`config.mk`:
```
export PLATFORM = sky130hd
export DESIGN_NAME = embedded_and_raw_text_lexer_unit
export DESIGN_NICKNAME = d
export VERILOG_FILES = /design/src/sv/elrt_pkg.sv /design/src/sv/embedded_and_raw_text_lexer_unit.sv /design/src/sv/elrt_front.sv /design/src/sv/elrt_queue.sv /design/src/sv/elrt_back.sv
export SDC_FILE = /design/constraint.sdc
export NUM_CORES = 1
export LEC_CHECK = 0
export ABC_AREA = 1
export BUFFER_PORTS_ARGS = -buffer_cell sky130_fd_sc_hd__buf_2
export CAP_MARGIN = 10
export CORE_MARGIN = 2
export CORE_UTILIZATION = 40
export CTS_CLUSTER_DIAMETER = 50
export CTS_CLUSTER_SIZE = 8
export DETAILED_ROUTE_END_ITERATION = 6
export GPL_TIMING_DRIVEN = 0
export PLACE_DENSITY = 0.58
export SYNTH_ARGS = -nofsm -noshare
export SYNTH_HDL_FRONTEND = slang
export SYNTH_SLANG_ARGS = --single-unit
```
`constraint.sdc`:
```
create_clock -name clock -period 5.12 [get_ports clock]
set_clock_uncertainty 0.2 [all_clocks]
set_input_delay 1.024 -clock clock [delete_from_list [all_inputs] [get_ports clock]]
set_output_delay 1.024 -clock clock [all_outputs]
set_load 0.01 [all_outputs]
```
`src/sv/elrt_pkg.sv`:
```
// ----------------------------------------------------------------------------
// elrt_pkg: shared types and constants of the embedded and raw text lexer
// Command codes, token kinds, scan phases, character codes and the
// classified transaction that travels from the front end to the back end.
// ----------------------------------------------------------------------------
package elrt_pkg;

   // command codes
   localparam logic [1:0] CMD_START = 2'd0;
   localparam logic [1:0] CMD_CHAR  = 2'd1;
   localparam logic [1:0] CMD_END   = 2'd2;

   // token kinds
   localparam logic [1:0] KIND_BACKTICK = 2'd0;
   localparam logic [1:0] KIND_QUOTE    = 2'd1;
   localparam logic [1:0] KIND_RAW      = 2'd2;

   // close tag peek limit
   localparam logic [2:0] PEEK_MAX    = 3'd7;
   localparam logic [2:0] SCRIPT_LEN  = 3'd6;
   localparam logic [2:0] STYLE_LEN   = 3'd5;

   // character codes
   localparam logic [20:0] CH_AT        = 21'h40;
   localparam logic [20:0] CH_LBRACE    = 21'h7B;
   localparam logic [20:0] CH_BACKTICK  = 21'h60;
   localparam logic [20:0] CH_QUOTE     = 21'h22;
   localparam logic [20:0] CH_BACKSLASH = 21'h5C;
   localparam logic [20:0] CH_LT        = 21'h3C;
   localparam logic [20:0] CH_SLASH     = 21'h2F;
   localparam logic [20:0] CH_UNDER     = 21'h5F;
   localparam logic [20:0] CH_UPPER_A   = 21'h41;
   localparam logic [20:0] CH_UPPER_Z   = 21'h5A;
   localparam logic [20:0] CH_LOWER_A   = 21'h61;
   localparam logic [20:0] CH_LOWER_Z   = 21'h7A;
   localparam logic [20:0] CH_DIGIT_0   = 21'h30;
   localparam logic [20:0] CH_DIGIT_9   = 21'h39;
   localparam logic [20:0] CASE_OFFSET  = 21'd32;

   // close tag names, element 0 is the first letter
   localparam logic [0:5][7:0] SCRIPT_TAG = "script";
   localparam logic [0:4][7:0] STYLE_TAG  = "style";

   // scan phases
   typedef enum logic [2:0] {
      PH_NORMAL = 3'd0,
      PH_AT     = 3'd1,
      PH_ESC    = 3'd2,
      PH_LT     = 3'd3,
      PH_PEEK   = 3'd4
   } phase_type;

   // classified transaction
   typedef struct packed {
      logic [1:0] cmd;
      logic       mask_zero;
      logic [1:0] kind;
      logic       is_at;
      logic       is_lbrace;
      logic       is_backtick;
      logic       is_quote;
      logic       is_backslash;
      logic       is_lt;
      logic       is_slash;
      logic       is_ident;
      logic [5:0] script_hit;
      logic [4:0] style_hit;
   } item_type;

endpackage

```
`src/sv/embedded_and_raw_text_lexer_unit.sv`:
```
// ----------------------------------------------------------------------------
// embedded_and_raw_text_lexer_unit: text token lexer for embedded markup
// Scans backtick, double-quote or raw script/style text and reports the
// token end position when the scan closes.
// ----------------------------------------------------------------------------
// req_*: start (with valid_mask), one character (char_code) or end of input,
//   one per transaction, accepted when req_valid is high and req_stall low.
// rsp_*: one result per finished scan (delimiter, '@{', close tag, end of
//   input, or a start with an empty mask), accepted on rsp_valid, !rsp_stall.
// Throughput: one transaction per cycle, set by the scan state update in the
//   back end, while no stalled result holds the back end.
// Path: a closing transaction passes through a queue entry and then the
//   result register to rsp_valid; transactions queued ahead of it go first.
// Reset: clears the queue, the scan state and the result valid flag; no scan
//   is open afterwards.
// Stall: a stalled result holds; the back end stops, the queue fills and
//   req_stall rises once two transactions wait.
// ----------------------------------------------------------------------------
module embedded_and_raw_text_lexer_unit #(
   parameter int LENGTH_BITS = 16
) (
   input  logic        clock,
   input  logic        reset,
   input  logic        req_valid,
   output logic        req_stall,
   input  logic [1:0]  req_cmd,
   input  logic [2:0]  req_valid_mask,
   input  logic [20:0] req_char_code,
   output logic        rsp_valid,
   input  logic        rsp_stall,
   output logic        rsp_token_found,
   output logic [1:0]  rsp_symbol,
   output logic [15:0] rsp_token_length,
   output logic        rsp_length_saturated
);
   import elrt_pkg::*;

   item_type push_data;
   item_type pop_data;
   logic     q_push;
   logic     q_full;
   logic     q_pop;
   logic     q_empty;

   // intake and classification
   elrt_front u_front (
      .req_valid      (req_valid),
      .req_stall      (req_stall),
      .req_cmd        (req_cmd),
      .req_valid_mask (req_valid_mask),
      .req_char_code  (req_char_code),
      .q_full         (q_full),
      .q_push         (q_push),
      .q_data         (push_data)
   );

   // decoupling queue
   elrt_queue u_queue (
      .clock     (clock),
      .reset     (reset),
      .push      (q_push),
      .push_data (push_data),
      .full      (q_full),
      .pop       (q_pop),
      .pop_data  (pop_data),
      .empty     (q_empty)
   );

   // scan engine and result register
   elrt_back #(
      .LENGTH_BITS (LENGTH_BITS)
   ) u_back (
      .clock                (clock),
      .reset                (reset),
      .item                 (pop_data),
      .q_empty              (q_empty),
      .q_pop                (q_pop),
      .rsp_valid            (rsp_valid),
      .rsp_stall            (rsp_stall),
      .rsp_token_found      (rsp_token_found),
      .rsp_symbol           (rsp_symbol),
      .rsp_token_length     (rsp_token_length),
      .rsp_length_saturated (rsp_length_saturated)
   );

endmodule

```
`src/sv/elrt_front.sv`:
```
// ----------------------------------------------------------------------------
// elrt_front: request intake and character classification
// Accepts request transactions while the queue has room and turns each one
// into flags the back end needs: start kind, delimiters and tag letter hits.
// ----------------------------------------------------------------------------
module elrt_front (
   input  logic              req_valid,
   output logic              req_stall,
   input  logic [1:0]        req_cmd,
   input  logic [2:0]        req_valid_mask,
   input  logic [20:0]       req_char_code,
   input  logic              q_full,
   output logic              q_push,
   output elrt_pkg::item_type q_data
);
   import elrt_pkg::*;

   logic [20:0] lower_code;
   logic        is_upper;
   logic        is_lower;
   logic        is_digit;

   // handshake toward the queue
   assign req_stall = q_full;
   assign q_push    = req_valid && !q_full;

   // letter classes and case folding
   assign is_upper   = (req_char_code >= CH_UPPER_A) && (req_char_code <= CH_UPPER_Z);
   assign is_lower   = (req_char_code >= CH_LOWER_A) && (req_char_code <= CH_LOWER_Z);
   assign is_digit   = (req_char_code >= CH_DIGIT_0) && (req_char_code <= CH_DIGIT_9);
   assign lower_code = is_upper ? req_char_code + CASE_OFFSET : req_char_code;

   // classified transaction
   always_comb begin
      q_data              = '0;
      q_data.cmd          = req_cmd;
      q_data.mask_zero    = (req_valid_mask == 3'd0);
      priority if (req_valid_mask[0]) begin
         q_data.kind = KIND_BACKTICK;
      end else if (req_valid_mask[1]) begin
         q_data.kind = KIND_QUOTE;
      end else begin
         q_data.kind = KIND_RAW;
      end
      q_data.is_at        = (req_char_code == CH_AT);
      q_data.is_lbrace    = (req_char_code == CH_LBRACE);
      q_data.is_backtick  = (req_char_code == CH_BACKTICK);
      q_data.is_quote     = (req_char_code == CH_QUOTE);
      q_data.is_backslash = (req_char_code == CH_BACKSLASH);
      q_data.is_lt        = (req_char_code == CH_LT);
      q_data.is_slash     = (req_char_code == CH_SLASH);
      q_data.is_ident     = is_upper || is_lower || is_digit || (req_char_code == CH_UNDER);
      for (int k = 0; k < 6; k++) begin
         q_data.script_hit[k] = (lower_code == {13'd0, SCRIPT_TAG[k]});
      end
      for (int k = 0; k < 5; k++) begin
         q_data.style_hit[k] = (lower_code == {13'd0, STYLE_TAG[k]});
      end
   end

endmodule

```
`src/sv/elrt_queue.sv`:
```
// ----------------------------------------------------------------------------
// elrt_queue: two-entry queue between front and back end
// Lets the front keep accepting while the back end waits on the receiver.
// ----------------------------------------------------------------------------
module elrt_queue (
   input  logic               clock,
   input  logic               reset,
   input  logic               push,
   input  elrt_pkg::item_type push_data,
   output logic               full,
   input  logic               pop,
   output elrt_pkg::item_type pop_data,
   output logic               empty
);
   import elrt_pkg::*;

   item_type   entry_ff [2];
   logic       wr_ptr_ff;
   logic       wr_ptr_in;
   logic       rd_ptr_ff;
   logic       rd_ptr_in;
   logic [1:0] count_ff;
   logic [1:0] count_in;

   assign full     = (count_ff == 2'd2);
   assign empty    = (count_ff == 2'd0);
   assign pop_data = entry_ff[rd_ptr_ff];

   // pointer and fill level update
   always_comb begin
      wr_ptr_in = push ? ~wr_ptr_ff : wr_ptr_ff;
      rd_ptr_in = pop ? ~rd_ptr_ff : rd_ptr_ff;
      count_in  = count_ff + {1'b0, push} - {1'b0, pop};
   end

   always_ff @(posedge clock) begin
      if (reset) begin
         wr_ptr_ff <= 1'b0;
         rd_ptr_ff <= 1'b0;
         count_ff  <= 2'd0;
      end else begin
         wr_ptr_ff <= wr_ptr_in;
         rd_ptr_ff <= rd_ptr_in;
         count_ff  <= count_in;
      end
   end

   // entry storage
   always_ff @(posedge clock) begin
      if (push) begin
         entry_ff[wr_ptr_ff] <= push_data;
      end
   end

`ifndef SYNTHESIS
   a_no_overflow: assert property (@(posedge clock) disable iff (reset)
      full |-> !push)
      else $error("queue written while full");
   a_no_underflow: assert property (@(posedge clock) disable iff (reset)
      empty |-> !pop)
      else $error("queue read while empty");
   a_level: assert property (@(posedge clock) disable iff (reset)
      (push && !pop && !full) |=> !empty)
      else $error("queue lost a transaction");
`endif

endmodule

```
`src/sv/elrt_back.sv`:
```
// ----------------------------------------------------------------------------
// elrt_back: scan state and result register
// Carries out one classified transaction per cycle on the scan state, unless
// a stalled result holds it, and loads the result register when a scan finishes.
// ----------------------------------------------------------------------------
module elrt_back #(
   parameter int LENGTH_BITS = 16
) (
   input  logic               clock,
   input  logic               reset,
   input  elrt_pkg::item_type item,
   input  logic               q_empty,
   output logic               q_pop,
   output logic               rsp_valid,
   input  logic               rsp_stall,
   output logic               rsp_token_found,
   output logic [1:0]         rsp_symbol,
   output logic [15:0]        rsp_token_length,
   output logic               rsp_length_saturated
);
   import elrt_pkg::*;

   localparam logic [LENGTH_BITS-1:0] POS_MAX = {LENGTH_BITS{1'b1}};

   // scan state
   logic                   scan_active_ff, scan_active_in;
   logic [1:0]             scan_kind_ff, scan_kind_in;
   phase_type              phase_ff, phase_in;
   logic                   consumed_ff, consumed_in;
   logic [LENGTH_BITS-1:0] position_ff, position_in;
   logic [LENGTH_BITS-1:0] marked_end_ff, marked_end_in;
   logic [2:0]             peek_count_ff, peek_count_in;
   logic                   script_match_ff, script_match_in;
   logic                   style_match_ff, style_match_in;
   logic                   finish_in;

   // result register
   logic                   rsp_valid_ff;
   logic                   found_ff, found_in;
   logic [1:0]             symbol_ff, symbol_in;
   logic [15:0]            length_ff, length_in;
   logic                   saturated_ff, saturated_in;
   logic [LENGTH_BITS+15:0] mark_ext;

   assign q_pop = !q_empty && (!rsp_valid_ff || !rsp_stall);

   // next scan state for the transaction at the queue head
   always_comb begin
      logic do_normal;
      logic plain;
      logic is_delim;
      do_normal       = 1'b0;
      plain           = 1'b0;
      is_delim        = 1'b0;
      finish_in       = 1'b0;
      scan_active_in  = scan_active_ff;
      scan_kind_in    = scan_kind_ff;
      phase_in        = phase_ff;
      consumed_in     = consumed_ff;
      position_in     = position_ff;
      marked_end_in   = marked_end_ff;
      peek_count_in   = peek_count_ff;
      script_match_in = script_match_ff;
      style_match_in  = style_match_ff;

      if (item.cmd == CMD_START) begin
         scan_active_in  = 1'b0;
         scan_kind_in    = KIND_BACKTICK;
         phase_in        = PH_NORMAL;
         consumed_in     = 1'b0;
         position_in     = '0;
         marked_end_in   = '0;
         peek_count_in   = 3'd0;
         script_match_in = 1'b0;
         style_match_in  = 1'b0;
         if (item.mask_zero) begin
            finish_in = 1'b1;
         end else begin
            scan_kind_in   = item.kind;
            scan_active_in = 1'b1;
         end
      end else if (scan_active_ff && item.cmd == CMD_CHAR) begin
         unique case (phase_ff)
            PH_AT: begin
               if (item.is_lbrace) begin
                  finish_in = 1'b1;
               end else begin
                  consumed_in = 1'b1;
                  do_normal   = 1'b1;
               end
            end
            PH_ESC: begin
               if (position_in != POS_MAX) position_in = position_in + 1'b1;
               consumed_in   = 1'b1;
               marked_end_in = position_in;
               phase_in      = PH_NORMAL;
            end
            PH_LT: begin
               if (item.is_slash) begin
                  if (position_in != POS_MAX) position_in = position_in + 1'b1;
                  phase_in        = PH_PEEK;
                  peek_count_in   = 3'd0;
                  script_match_in = 1'b1;
                  style_match_in  = 1'b1;
               end else begin
                  consumed_in = 1'b1;
                  do_normal   = 1'b1;
               end
            end
            PH_PEEK: begin
               if (item.is_lt) begin
                  if ((script_match_ff && peek_count_ff >= SCRIPT_LEN) ||
                      (style_match_ff && peek_count_ff >= STYLE_LEN)) begin
                     finish_in = 1'b1;
                  end else begin
                     consumed_in   = 1'b1;
                     marked_end_in = position_in;
                     do_normal     = 1'b1;
                  end
               end else begin
                  // one more tag letter
                  if (peek_count_ff < SCRIPT_LEN) begin
                     script_match_in = script_match_ff && item.script_hit[peek_count_ff];
                  end else if (peek_count_ff == SCRIPT_LEN) begin
                     script_match_in = script_match_ff && !item.is_ident;
                  end
                  if (peek_count_ff < STYLE_LEN) begin
                     style_match_in = style_match_ff && item.style_hit[peek_count_ff];
                  end else if (peek_count_ff == STYLE_LEN) begin
                     style_match_in = style_match_ff && !item.is_ident;
                  end
                  peek_count_in = peek_count_ff + 3'd1;
                  if (position_in != POS_MAX) position_in = position_in + 1'b1;
                  if (peek_count_in == PEEK_MAX) begin
                     if ((script_match_in && peek_count_in >= SCRIPT_LEN) ||
                         (style_match_in && peek_count_in >= STYLE_LEN)) begin
                        finish_in = 1'b1;
                     end else begin
                        consumed_in   = 1'b1;
                        marked_end_in = position_in;
                        phase_in      = PH_NORMAL;
                     end
                  end
               end
            end
            default: begin
               do_normal = 1'b1;
            end
         endcase

         // ordinary character handling
         if (do_normal) begin
            phase_in = PH_NORMAL;
            is_delim = (scan_kind_ff == KIND_BACKTICK) ? item.is_backtick : item.is_quote;
            priority if (item.is_at) begin
               marked_end_in = position_in;
               if (position_in != POS_MAX) position_in = position_in + 1'b1;
               phase_in = PH_AT;
            end else if (scan_kind_ff == KIND_RAW) begin
               if (item.is_lt) begin
                  marked_end_in = position_in;
                  if (position_in != POS_MAX) position_in = position_in + 1'b1;
                  phase_in = PH_LT;
               end else begin
                  plain = 1'b1;
               end
            end else if (is_delim) begin
               marked_end_in = position_in;
               finish_in     = 1'b1;
            end else if (item.is_backslash) begin
               if (position_in != POS_MAX) position_in = position_in + 1'b1;
               phase_in = PH_ESC;
            end else begin
               plain = 1'b1;
            end
            if (plain) begin
               if (position_in != POS_MAX) position_in = position_in + 1'b1;
               consumed_in   = 1'b1;
               marked_end_in = position_in;
            end
         end
      end else if (scan_active_ff && item.cmd == CMD_END) begin
         if (phase_ff == PH_PEEK &&
             ((script_match_ff && peek_count_ff >= SCRIPT_LEN) ||
              (style_match_ff && peek_count_ff >= STYLE_LEN))) begin
            finish_in = 1'b1;
         end else begin
            if (phase_ff != PH_NORMAL) consumed_in = 1'b1;
            marked_end_in = position_in;
            finish_in     = 1'b1;
         end
      end

      if (finish_in) begin
         scan_active_in = 1'b0;
         phase_in       = PH_NORMAL;
      end
   end

   // result fields of a finished scan
   assign mark_ext = {16'd0, marked_end_in};

   always_comb begin
      found_in     = consumed_in;
      symbol_in    = consumed_in ? scan_kind_in : KIND_BACKTICK;
      length_in    = consumed_in ? mark_ext[15:0] : 16'd0;
      saturated_in = (position_in == POS_MAX);
   end

   // scan state registers
   always_ff @(posedge clock) begin
      if (reset) begin
         scan_active_ff  <= 1'b0;
         scan_kind_ff    <= KIND_BACKTICK;
         phase_ff        <= PH_NORMAL;
         consumed_ff     <= 1'b0;
         position_ff     <= '0;
         marked_end_ff   <= '0;
         peek_count_ff   <= 3'd0;
         script_match_ff <= 1'b0;
         style_match_ff  <= 1'b0;
      end else if (q_pop) begin
         scan_active_ff  <= scan_active_in;
         scan_kind_ff    <= scan_kind_in;
         phase_ff        <= phase_in;
         consumed_ff     <= consumed_in;
         position_ff     <= position_in;
         marked_end_ff   <= marked_end_in;
         peek_count_ff   <= peek_count_in;
         script_match_ff <= script_match_in;
         style_match_ff  <= style_match_in;
      end
   end

   // result valid
   always_ff @(posedge clock) begin
      if (reset) begin
         rsp_valid_ff <= 1'b0;
      end else if (q_pop) begin
         rsp_valid_ff <= finish_in;
      end else if (!rsp_stall) begin
         rsp_valid_ff <= 1'b0;
      end
   end

   // result payload
   always_ff @(posedge clock) begin
      if (q_pop && finish_in) begin
         found_ff     <= found_in;
         symbol_ff    <= symbol_in;
         length_ff    <= length_in;
         saturated_ff <= saturated_in;
      end
   end

   assign rsp_valid            = rsp_valid_ff;
   assign rsp_token_found      = found_ff;
   assign rsp_symbol           = symbol_ff;
   assign rsp_token_length     = length_ff;
   assign rsp_length_saturated = saturated_ff;

`ifndef SYNTHESIS
   a_hold_when_stalled: assert property (@(posedge clock) disable iff (reset)
      (rsp_valid_ff && rsp_stall) |-> !q_pop)
      else $error("transaction taken while result is stalled");
   a_phase_needs_scan: assert property (@(posedge clock) disable iff (reset)
      (phase_ff != PH_NORMAL) |-> scan_active_ff)
      else $error("phase set with no scan open");
   a_peek_raw_only: assert property (@(posedge clock) disable iff (reset)
      (phase_ff == PH_PEEK) |-> (scan_kind_ff == KIND_RAW && peek_count_ff != PEEK_MAX))
      else $error("bad close tag peek state");
   a_mark_behind: assert property (@(posedge clock) disable iff (reset)
      marked_end_ff <= position_ff)
      else $error("marked end past position");
   a_result_loaded: assert property (@(posedge clock) disable iff (reset)
      (q_pop && finish_in) |=> rsp_valid_ff)
      else $error("finished scan gave no result");
`endif

endmodule

```
==> implementation parameters <==
Parameter                              Value

Outcome
  Outcome    completed

Timing
  Max Clock Freq    between 200 and 250 MHz
  Crit path time final    4.84 ns
  Setup-violating endpoint count in the final report    0
  Worst slew margin    0.248
  Setup tns final    0 ns
  Number of endpoints with negative hold slack in the final report    0
  Final period util    0.945
  Worst-Margin Slew    1.12 ns
  Max-slew violation total from the final report    0
  Smallest setup slack after layout    0.282 ns

Pwr
  Tot Pwr    7140 uW
  Ratio of total power to cell area    between 600 and 700 nW/um^2
  Lkg Pwr    0.00414 uW
  Worst IR drop on VDD    about 0.00023 V

GRT
  Antenna violations before repair    1
  Pin count of the biggest net entering global routing    22
  Global-route wire length before repair    roughly 55 mm
  Vias in the first global route    roughly 9500
  Global routing usage summed across all routing layers    0.300
  Grt ovf    0

Finish
  P&R area growth vs syn    14.4%
  Most common cell after layout, fill and taps aside    sky130_fd_sc_hd__nand2_1
  ANT cells    0
  Number of standard cells in the layout, taps in and fillers out    around 1800
  Count of nets after finishing    1496
  Ratio of cells with drive above 1 in the final layout    0.149
  Most used cells in the layout excluding fill and tap cells    310 x sky130_fd_sc_hd__nand2_1, 133 x sky130_fd_sc_hd__a21oi_1, 133 x sky130_fd_sc_hd__o21ai_0, 132 x sky130_fd_sc_hd__nor2_1, 119 x sky130_fd_sc_hd__inv_1

Worst hold path
  Number of cells on the worst hold path    1
  Launch instance of the worst min-delay path    u_queue.rd_ptr_ff
  Sink of the worst hold path    u_queue.rd_ptr_ff
  Worst min path class    register to register

Route
  DRC violations left    0
  Starting DRT DRC Count    roughly 940
  Vias after detailed routing    about 10000
  Detail Route Antenna Nets    0
  Vias per std cell    between 5 and 6
  Sum of routed wire length over all layers    between 30 and 40 mm
  WL per Instance    approximately 20 um
  Length of the first detailed-routing pass in iterations    5

Floorplanning
  Standard-cell rows    55
  Die Y-Extent    ~160 um
  Area of the core    ~23000 sq um
  Count of pins on the block boundary    52
  Initial cell density of the core    0.407
  Die outline width    156 um
  Die area    24300 sq um

Setup path
  Path depth of the worst reg2reg path    30
  Reg2reg start    u_back.position_ff[0]
  Kind of critical path    register to register
  Most common cell type on the critical path    sky130_fd_sc_hd__nand2_1
  Crit start category    register
  CP Max Fanout    10
  Required time worst endpoint    roughly 5.2 ns
  Delay of the slowest critical-path stage    approximately 0.42 ns
  R2R setup slack    between 0.2 and 0.3 ns
  Reg2Reg Capture Point    u_back.rsp_length_saturated
  Arrival time worst endpoint    a little under 5 ns
  Endpoint kind of the worst setup timing path    register
  Slowest cell on the critical path    sky130_fd_sc_hd__dfxtp_4

CTS
  Number of buffers created by CTS    17
  Worst-Skew Late Latency    around 0.44 ns
  Htree depth    4
  Clock sink count    114
  Root Driver    sky130_fd_sc_hd__clkbuf_16
  Clock tree from TritonCTS    built
  Maximum root-to-sink buffer count    2
  Clock slew at the register clock pins of the worst setup and hold paths    around 0.070 ns

Placed design
  Placement-stage worst setup slack    -0.124 ns
  Detailed Place HPWL    ~28 mm
  Total placed cells including tap cells    1717
  Placer congestion estimate    around 1.0
  Number of buffers added on ports    slightly below 50

Synth
  Post-synth EDFFs    between 60 and 70
  Mapped Nets    around 1400
  Predominant post-synthesis flop cell    sky130_fd_sc_hd__edfxtp_1
  Avg Inst Size Synth    6.67 sq um
  Number of cells produced by synthesis    approximately 1400
  Post-Syn Area    ~9000 sq um
  Warnings from Yosys    0
  Sequential cell area fraction in the yosys report    0.317
  Post-synthesis register bit count    between 100 and 150
  Unique cell type count in the Yosys netlist    about 60
  Async set-reset flop share out of synthesis    0

Run
  Number of violations of the max-capacitance limit    0
## synthesized netlist by cell type (3+ instances only)
library cell | n | area share
sky130_fd_sc_hd__xnor2_1 | 3 | 0.0029
sky130_fd_sc_hd__clkinv_1 | 5 | 0.0020
sky130_fd_sc_hd__xor2_1 | 9 | 0.0086
sky130_fd_sc_hd__o21ai_1 | 3 | 0.0016
sky130_fd_sc_hd__nor3_1 | 17 | 0.0092
sky130_fd_sc_hd__clkbuf_1 | 51 | 0.021
sky130_fd_sc_hd__nand3b_1 | 3 | 0.0024
sky130_fd_sc_hd__or2_2 | 6 | 0.0041
sky130_fd_sc_hd__ha_1 | 12 | 0.016
sky130_fd_sc_hd__nand2_1 | 310 | 0.13
sky130_fd_sc_hd__buf_1 | 4 | 0.0016
sky130_fd_sc_hd__edfxtp_1 | 64 | 0.21
sky130_fd_sc_hd__nand3_2 | 8 | 0.0087
sky130_fd_sc_hd__o21ai_2 | 3 | 0.0029
sky130_fd_sc_hd__nand3_4 | 3 | 0.0057
sky130_fd_sc_hd__a22oi_1 | 5 | 0.0041
sky130_fd_sc_hd__buf_6 | 5 | 0.0061
sky130_fd_sc_hd__nand2_4 | 6 | 0.0073
sky130_fd_sc_hd__inv_1 | 119 | 0.048
sky130_fd_sc_hd__nor2_1 | 136 | 0.055
sky130_fd_sc_hd__nor4_1 | 6 | 0.0041
sky130_fd_sc_hd__o211ai_1 | 27 | 0.022
sky130_fd_sc_hd__nand4_1 | 24 | 0.016
sky130_fd_sc_hd__nand4_2 | 3 | 0.0041
sky130_fd_sc_hd__a21boi_1 | 3 | 0.0024
sky130_fd_sc_hd__a32oi_1 | 6 | 0.0057
sky130_fd_sc_hd__dfxtp_1 | 50 | 0.11
sky130_fd_sc_hd__o21ai_0 | 133 | 0.072
sky130_fd_sc_hd__a31oi_1 | 5 | 0.0034
sky130_fd_sc_hd__nand2_2 | 34 | 0.023
sky130_fd_sc_hd__nor2_2 | 5 | 0.0034
sky130_fd_sc_hd__buf_2 | 4 | 0.0022
sky130_fd_sc_hd__o22ai_1 | 6 | 0.0041
sky130_fd_sc_hd__nand3_1 | 100 | 0.054
sky130_fd_sc_hd__a211oi_1 | 10 | 0.0081
sky130_fd_sc_hd__a21oi_1 | 134 | 0.073
sky130_fd_sc_hd__inv_2 | 18 | 0.0073
sky130_fd_sc_hd__nor2_4 | 11 | 0.013
## critical path: cells and delay by family (launching register included)
| kind | cells | cell delay, ns |
|---|---|---|
| flip-flops | 1 | 0.42 |
| AND/OR/NAND/NOR | 22 | 2.76 |
| buffers and inverters | 4 | 0.56 |
| AO/OA/AOI/OAI | 1 | 0.10 |
| adder cells (fa/ha/maj) | 3 | 0.62 |
## worst max-delay path by stage
stage | from | end | slack [ns] | cells after the start
finish | u_back.position_ff[0] | u_back.rsp_length_saturated | 0.28 | 30
floorplan | u_back.position_ff[0] | u_back.rsp_length_saturated | 1.07 | 30
global placement | u_back.position_ff[0] | u_back.rsp_length_saturated | -0.18 | 29
global route | u_back.position_ff[0] | u_back.rsp_length_saturated | -0.0004 | 30
detailed placement | u_back.position_ff[0] | u_back.rsp_length_saturated | -0.12 | 29
CTS | u_back.position_ff[1] | u_back.rsp_length_saturated | 0.005 | 30
## metal layers
metal | GRT usage | wire length, um | up-vias
met5 | 0 | 0 | -
met4 | 0.159 | 1880 | 0
met3 | 0.0475 | 2630 | 105
met2 | 0.482 | 16200 | 434
met1 | 0.390 | 15200 | 4640
li1 | - | - | 4859
## metrics by stage
stage	util	hold slack (ns)	instance area (sq um)
floorplan	-	0.226	9220
finish	0.466	0.254	10500
CTS	0.461	0.257	10400
global route	0.466	0.274	10500
detailed placement	0.435	0.249	9850
global placement	0.434	0.237	9820
## report_power, final
part | internal (uW) | switching [uW] | total, uW
combinational | 1230 | 3210 | 4440
sequential | 1240 | 264 | 1500
clock | 695 | 498 | 1190
total | 3170 | 3970 | 7140
## sequential cells by signal, indices dropped and copies added (netlist names), 2 cells and up, named ones only
name,count
u_queue.count_ff,2
u_back.rsp_token_length,16
u_back.peek_count_ff,3
u_back.scan_kind_ff,2
u_back.marked_end_ff,16
u_back.rsp_symbol,2
u_queue.entry_ff,44
u_back.phase_ff,3
u_back.position_ff,16
## final cells by class
class                           count  area [sq um]
Fill cell                        2393         12100
Clock inverter                     14           146
Sequential cell                   114          2940
Timing Repair Buffer               54           298
Buffer                             66           298
Multi-Input combinational cell   1059          5530
Inverter                          142           533
Clock buffer                       18           439
Tap cell                          285           357
## cells by family after synthesis
| kind of cell | Yosys count | synth area share |
|---|---|---|
| adders and majority gates | 12 | 0.0163 |
| xor gates and xnor gates | 12 | 0.0114 |
| muxes | 1 | 0.00109 |
| and+or+nand+nor | 680 | 0.346 |
| DFF | 114 | 0.317 |
| AOI/OAI and AO/OA | 354 | 0.218 |
| buffers and inverters | 208 | 0.0902 |
## repair_timing
action	4_1_cts	5_1_grt
buffers inserted	0	3
setup endpoints to repair	1	40
hold buffers	0	0
resized for setup	4	21
gates cloned	0	0
pin swaps	0	3
No activity file was read; power rests on OpenSTA's default activity.
